### src/hdl/sts_pkg.sv
`default_nettype none

package sts_pkg;

    // Index fields and configuration registers are ten bits wide.
    localparam int IDX_W = 10;
    // Search bounds need one bit more: the lower bound can step past the
    // highest index, and the upper bound is held as one past the last entry.
    localparam int BND_W = IDX_W + 1;

    localparam int IN_KEY_W = 32;

    // Item actions.
    localparam logic ACT_WRITE  = 1'b0;
    localparam logic ACT_SEARCH = 1'b1;

    // Configuration register indexes.
    localparam logic CFG_FIRST = 1'b0;
    localparam logic CFG_LAST  = 1'b1;

    typedef logic [IDX_W-1:0] idx_t;
    typedef logic [BND_W-1:0] bnd_t;

    // Read request from the search sequencer to the key memory.
    typedef struct packed {
        logic en;
        idx_t idx;
    } rd_req_t;

endpackage

`default_nettype wire

### src/hdl/sts_search.sv
`default_nettype none

module sts_search #(
    parameter int KEY_WIDTH = 32
) (
    input  wire logic                 aclk,
    input  wire logic                 aresetn,
    input  wire logic                 start,
    input  wire sts_pkg::idx_t        first_idx,
    input  wire sts_pkg::idx_t        last_idx,
    input  wire logic [KEY_WIDTH-1:0] key,
    input  wire logic [KEY_WIDTH-1:0] rd_data,
    output sts_pkg::rd_req_t          rd_req,
    output logic                      idle,
    output logic                      m_valid,
    input  wire logic                 m_ready,
    output logic                      m_found,
    output sts_pkg::idx_t             m_match_index
);

    localparam logic [1:0] ST_IDLE  = 2'd0;
    localparam logic [1:0] ST_PROBE = 2'd1;
    localparam logic [1:0] ST_EMPTY = 2'd2;

    logic [1:0]           state_reg, state_next;
    sts_pkg::bnd_t        lo_reg, lo_next;
    sts_pkg::bnd_t        hi1_reg, hi1_next;
    sts_pkg::idx_t        mid_reg, mid_next;
    logic [KEY_WIDTH-1:0] target_reg, target_next;
    logic                 m_valid_reg, m_valid_next;
    logic                 found_reg, found_next;
    sts_pkg::idx_t        index_reg, index_next;

    sts_pkg::bnd_t        lo0, hi1_0;
    logic [sts_pkg::BND_W:0] sum0, sum_l, sum_g;
    logic                 empty0;
    logic                 hit, go_left, ne_l, ne_g, done, out_free, load;
    sts_pkg::idx_t        mid_l, mid_g;

    // Initial window; the upper bound is kept exclusive.
    assign lo0    = {1'b0, first_idx};
    assign hi1_0  = {1'b0, last_idx} + sts_pkg::BND_W'(1);
    assign empty0 = (lo0 >= hi1_0);
    assign sum0   = {2'b00, first_idx} + {2'b00, last_idx};

    // Both candidate next probes are formed alongside the compare.
    assign hit     = (rd_data == target_reg);
    assign go_left = ($signed(target_reg) < $signed(rd_data));
    assign ne_l    = (lo_reg < {1'b0, mid_reg});
    assign ne_g    = (({1'b0, mid_reg} + sts_pkg::BND_W'(1)) < hi1_reg);
    assign sum_l   = {1'b0, lo_reg} + {2'b00, mid_reg} - (sts_pkg::BND_W + 1)'(1);
    assign sum_g   = {2'b00, mid_reg} + {1'b0, hi1_reg};
    assign mid_l   = sum_l[sts_pkg::IDX_W:1];
    assign mid_g   = sum_g[sts_pkg::IDX_W:1];
    assign done    = hit || (go_left ? !ne_l : !ne_g);

    assign out_free = !m_valid_reg || m_ready;

    always_comb begin
        state_next   = state_reg;
        lo_next      = lo_reg;
        hi1_next     = hi1_reg;
        mid_next     = mid_reg;
        target_next  = target_reg;
        found_next   = found_reg;
        index_next   = index_reg;
        load         = 1'b0;
        rd_req.en    = 1'b0;
        rd_req.idx   = mid_reg;

        unique case (state_reg)
            ST_IDLE: begin
                if (start) begin
                    lo_next     = lo0;
                    hi1_next    = hi1_0;
                    mid_next    = sum0[sts_pkg::IDX_W:1];
                    target_next = key;
                    if (empty0) begin
                        state_next = ST_EMPTY;
                    end else begin
                        rd_req.en  = 1'b1;
                        rd_req.idx = sum0[sts_pkg::IDX_W:1];
                        state_next = ST_PROBE;
                    end
                end
            end
            ST_PROBE: begin
                if (done) begin
                    // Hold the comparison until the result register frees up.
                    if (out_free) begin
                        load       = 1'b1;
                        found_next = hit;
                        index_next = hit ? mid_reg : '0;
                        state_next = ST_IDLE;
                    end
                end else if (go_left) begin
                    hi1_next   = {1'b0, mid_reg};
                    mid_next   = mid_l;
                    rd_req.en  = 1'b1;
                    rd_req.idx = mid_l;
                end else begin
                    lo_next    = {1'b0, mid_reg} + sts_pkg::BND_W'(1);
                    mid_next   = mid_g;
                    rd_req.en  = 1'b1;
                    rd_req.idx = mid_g;
                end
            end
            ST_EMPTY: begin
                if (out_free) begin
                    load       = 1'b1;
                    found_next = 1'b0;
                    index_next = '0;
                    state_next = ST_IDLE;
                end
            end
            default: begin
                state_next = ST_IDLE;
            end
        endcase

        if (load) begin
            m_valid_next = 1'b1;
        end else if (m_ready) begin
            m_valid_next = 1'b0;
        end else begin
            m_valid_next = m_valid_reg;
        end
    end

    always_ff @(posedge aclk) begin
        if (!aresetn) begin
            state_reg   <= ST_IDLE;
            m_valid_reg <= 1'b0;
        end else begin
            state_reg   <= state_next;
            m_valid_reg <= m_valid_next;
        end
    end

    always_ff @(posedge aclk) begin
        lo_reg     <= lo_next;
        hi1_reg    <= hi1_next;
        mid_reg    <= mid_next;
        target_reg <= target_next;
        found_reg  <= found_next;
        index_reg  <= index_next;
    end

    assign idle          = (state_reg == ST_IDLE);
    assign m_valid       = m_valid_reg;
    assign m_found       = found_reg;
    assign m_match_index = index_reg;

endmodule

`default_nettype wire

### config.mk
export PLATFORM = sky130hd
export DESIGN_NAME = sts_search
export DESIGN_NICKNAME = d
export VERILOG_FILES = /design/src/hdl/sts_pkg.sv /design/src/hdl/sts_search.sv
export SDC_FILE = /design/constraint.sdc
export NUM_CORES = 1
export LEC_CHECK = 0
export ABC_AREA = 0
export BUFFER_PORTS_ARGS = -buffer_cell sky130_fd_sc_hd__buf_4
export CAP_MARGIN = 20
export CELL_PAD_IN_SITES_DETAIL_PLACEMENT = 1
export CELL_PAD_IN_SITES_GLOBAL_PLACEMENT = 2
export CORE_MARGIN = 3
export CORE_UTILIZATION = 25
export DETAILED_ROUTE_END_ITERATION = 8
export GPL_TIMING_DRIVEN = 0
export PLACE_DENSITY_LB_ADDON = 0.1
export SLEW_MARGIN = 20
export SYNTH_ARGS = -nofsm -noshare
export SYNTH_HDL_FRONTEND = slang
export SYNTH_SLANG_ARGS = --single-unit
### constraint.sdc
create_clock -name aclk -period 10.42 [get_ports aclk]
set_clock_uncertainty 0.05 [all_clocks]
set_input_delay 1.563 -clock aclk [delete_from_list [all_inputs] [get_ports aclk]]
set_output_delay 1.563 -clock aclk [all_outputs]
set_load 0.05 [all_outputs]
==> results.yml <==
place:
  dp_cells: 1123
  globalplace.congestion: 0.837
  dp_hpwl_um: 17500
  port_buffers: 111
synthesis:
  synthMuxAreaShare_pct: 5.24
  synth_nets: 875
  synthXorXnorAreaFrac_pct: 5.49
  synth_compound_area_share_pct: 14.0
  syn_area_sq_mm: 0.00654
  synthArstFlopShare_pct: 0
  synth_top_family_by_area: "adder cells"
  ys.flop_type: "edfxtp_1"
  synthAdderAreaFrac_pct: 20.6
  yosys_warnings: 0
  syn_avg_cell_area_sq_um: 9.61
  synth_edf_count: 75
  yosys.cell_types.count: 64
  syn-instance-count: 681
  synth_simple_gate_area_share_pct: 13.3
  ys_ff_latch: 78
  seq_area_frac_synth_pct: 35.3
critical_path:
  cp_data_arrival_time_ns: 5.11
  path_cells: "buf_4 > ha_1 > xnor2_1 > ha_1 > a21oi_1 > o21ai_0 > a41oi_1 > a21oi_1 > o21ai_0 > buf_2 > mux2_2 > o21ai_0 > a211o_1 > buf_4"
  crit_path_frequent_cell: "o21ai_0"
  critPathTopFamily: "compound AO/OA/AOI/OAI gates"
  r2r_slack_ns: 4.80
  critPathKind: "in -> out"
  path_max_fanout: 10
  cp-end-kind: "output pin"
  cp-start-kind: "input pin"
  slowest_delay_ns: 0.58
  slowest_stage: "o21ai_0"
  path_buf_inv: 3
  worst-endpoint-required_ns: 8.81
finish:
  largest_register_ff_count: 32
  final_core_util_pct: 31.8
  drive_gt1_share_pct: 20.1
  num_antenna_cells: 0
  final_cells: 1139
  mostFrequentLayoutCell: "buf_4"
  final_cell_mix: "113 x buf_4, 103 x ha_1, 85 x inv_1"
  fin_nets: 998
  syn_to_final_growth_pct: 23.9
floorplan:
  fp-row-count: 58
  die_x_um: 168
  die_h_um: 168
  design.die.area_sq_mm: 0.0281
  initial_core_util_pct: 25.7
  ios: 112
  core_sq_mm: 0.0255
detailed_routing:
  vias_per_cell: 4.76
  first_pass_iters: 4
  num_vias: 5417
  drtIter0Drc: 160
  drcViolationCount: 0
  route.final.wire_length_um: 20800
  antenna_left: 0
  post_drt_wl_per_cell_um: 18.3
global_route:
  grt_pass1_wl_um: 33300
  grt_pass1_vias: 6051
  grt_max_degree: 27
  grt_overflow: 0
  track_usage_pct: 15.0
  antenna_found_initial: 0
sta:
  drv_slew: 0
  final.period_utilization_pct: 64.6
  rsz0062_at_grt: "no"
  setup-tns-final_ns: 0
  worst_slew_pin_slew_ns: 1.00
  setup_violations: 0
  finalCriticalPeriod_ns: 6.73
  max_freq_mhz: 149
  relSlewSlack_pct: 32.8
  final-hold-violation-count: 0
clocking:
  ctsHoldBuffers: 0
  cts.reportedPaths.clkPinSlew_ns: 0.07
  cts_buffers: 9
  tritoncts: "built"
  cts_sinks: 78
  ctsResizeCount: 0
  cts_root_buf: "clkbuf_16"
  clock_latency_ns: 0.35
  clockBufferDepth: 2
  h-tree-depth: 3
  postCtsSetupBuffers: 0
run_status:
  status: "finished, final reports clean"
power:
  power.static_leakage_uw: 0.00366
  power.density_mw_per_mm2: 231
  peakVddDrop_uv: 89.8
min_path:
  hold_class: "reg -> reg"
job:
  cap_viol_max_count: 0
==> final timing paths <==
| kind | startpoint | endpoint | depth (start not counted) |
|---|---|---|---|
| worst max-delay path | last_idx[0] | rd_req[5] | 14 |
| worst min-delay path | state_reg[0] | state_reg[0] | 2 |
| worst max register to register | mid_reg[5] | hi1_reg[3] | 14 |
| worst min register to register | state_reg[0] | state_reg[0] | 2 |
==> where the power goes <==
part           total (uW)  internal (uW)  switching, uW  leakage [uW]
clock                 324            185            139      0.000134
combinational        1090            421            670       0.00276
sequential            460            418           42.3      0.000761
total                1880           1020            851       0.00366
==> per-stage QoR <==
stage | setup slack [ns] | area, sq um | hold WS, ns | power, uW
6_report | 3.69 | 8110 | 0.455 | 1880
5_1_grt | 3.33 | 8110 | 0.486 | 2040
4_1_cts | 3.61 | 8110 | 0.465 | 1900
3_5_place_dp | 3.60 | 7810 | 0.453 | 1560
3_3_place_gp | 3.57 | 7790 | 0.430 | 1540
2_1_floorplan | 4.46 | 6540 | 0.413 | 1210
==> worst reg2reg max path: stages (launching register included) <==
cell and delay [ns]:
edfxtp_1 0.40, clkinv_1 0.35, nor4_1 0.75, nand4_1 0.22, xnor2_1 0.24, ha_1 0.30
a21o_1 0.20, a211o_1 0.33, a211oi_2 0.21, a21oi_1 0.15, a311o_1 0.37, mux2i_1 0.28
buf_2 0.33, o21ai_0 0.22, nor2_1 0.84
==> layout make-up <==
class	instances	area, sq um
fill	2958	17400
clock inverter	6	62.6
sequential	78	2310
clock buffer	10	229
tap	330	413
timing repair buffer	112	853
inverter	87	327
buffer	14	70.1
multi-input combinational	502	3840
==> metal layers <==
| layer | wire length [um] | up-vias | GRT usage [%] |
|---|---|---|---|
| li1 | - | 2696 | - |
| met1 | 9760 | 2591 | 19.9 |
| met2 | 9980 | 112 | 25.4 |
| met3 | 789 | 18 | 2.61 |
| met4 | 290 | 0 | 4.20 |
| met5 | 0 | - | 0 |
==> synthesized netlist by cell type, types with 2 or more instances <==
cell type | count | area [sq um]
inv_1 | 85 | 319
mux2_2 | 14 | 158
a21o_1 | 13 | 97.6
o31a_1 | 2 | 17.5
o21ai_0 | 33 | 165
o41ai_1 | 2 | 17.5
or2_2 | 3 | 18.8
buf_1 | 2 | 7.51
and3_1 | 3 | 18.8
and2_1 | 4 | 25.0
o22ai_1 | 2 | 12.5
a221oi_1 | 2 | 17.5
a21oi_1 | 34 | 170
o221ai_1 | 2 | 17.5
clkinv_1 | 2 | 7.51
nor3_1 | 29 | 145
o2111ai_1 | 2 | 17.5
nor2_1 | 64 | 240
clkbuf_1 | 7 | 26.3
nand2_1 | 38 | 143
a21boi_0 | 2 | 15.0
xnor2_1 | 24 | 210
dfxtp_1 | 3 | 60.1
nor4_1 | 4 | 25.0
xor2_1 | 17 | 149
nand4_1 | 10 | 62.6
edfxtp_1 | 75 | 2250
nor2b_1 | 3 | 18.8
ha_1 | 103 | 1290
mux2i_1 | 17 | 170
a211oi_1 | 6 | 45.0
buf_2 | 2 | 10.0
o41a_1 | 2 | 22.5
a211o_1 | 6 | 52.6
fa_1 | 3 | 60.1
o21a_1 | 6 | 45.0
buf_4 | 2 | 15.0
nand3_1 | 23 | 115
o211ai_1 | 4 | 30.0
nand2b_1 | 2 | 12.5
==> cells by family after synthesis <==
| logic type | Yosys count |
|---|---|
| AO/OA/AOI/OAI | 135 |
| adder cells (fa/ha/maj) | 106 |
| flip-flops | 78 |
| XOR/XNOR | 41 |
| multiplexers | 32 |
| buffers and inverters | 101 |
| AND/OR/NAND/NOR | 188 |
Power figures use the tool's default switching activity.
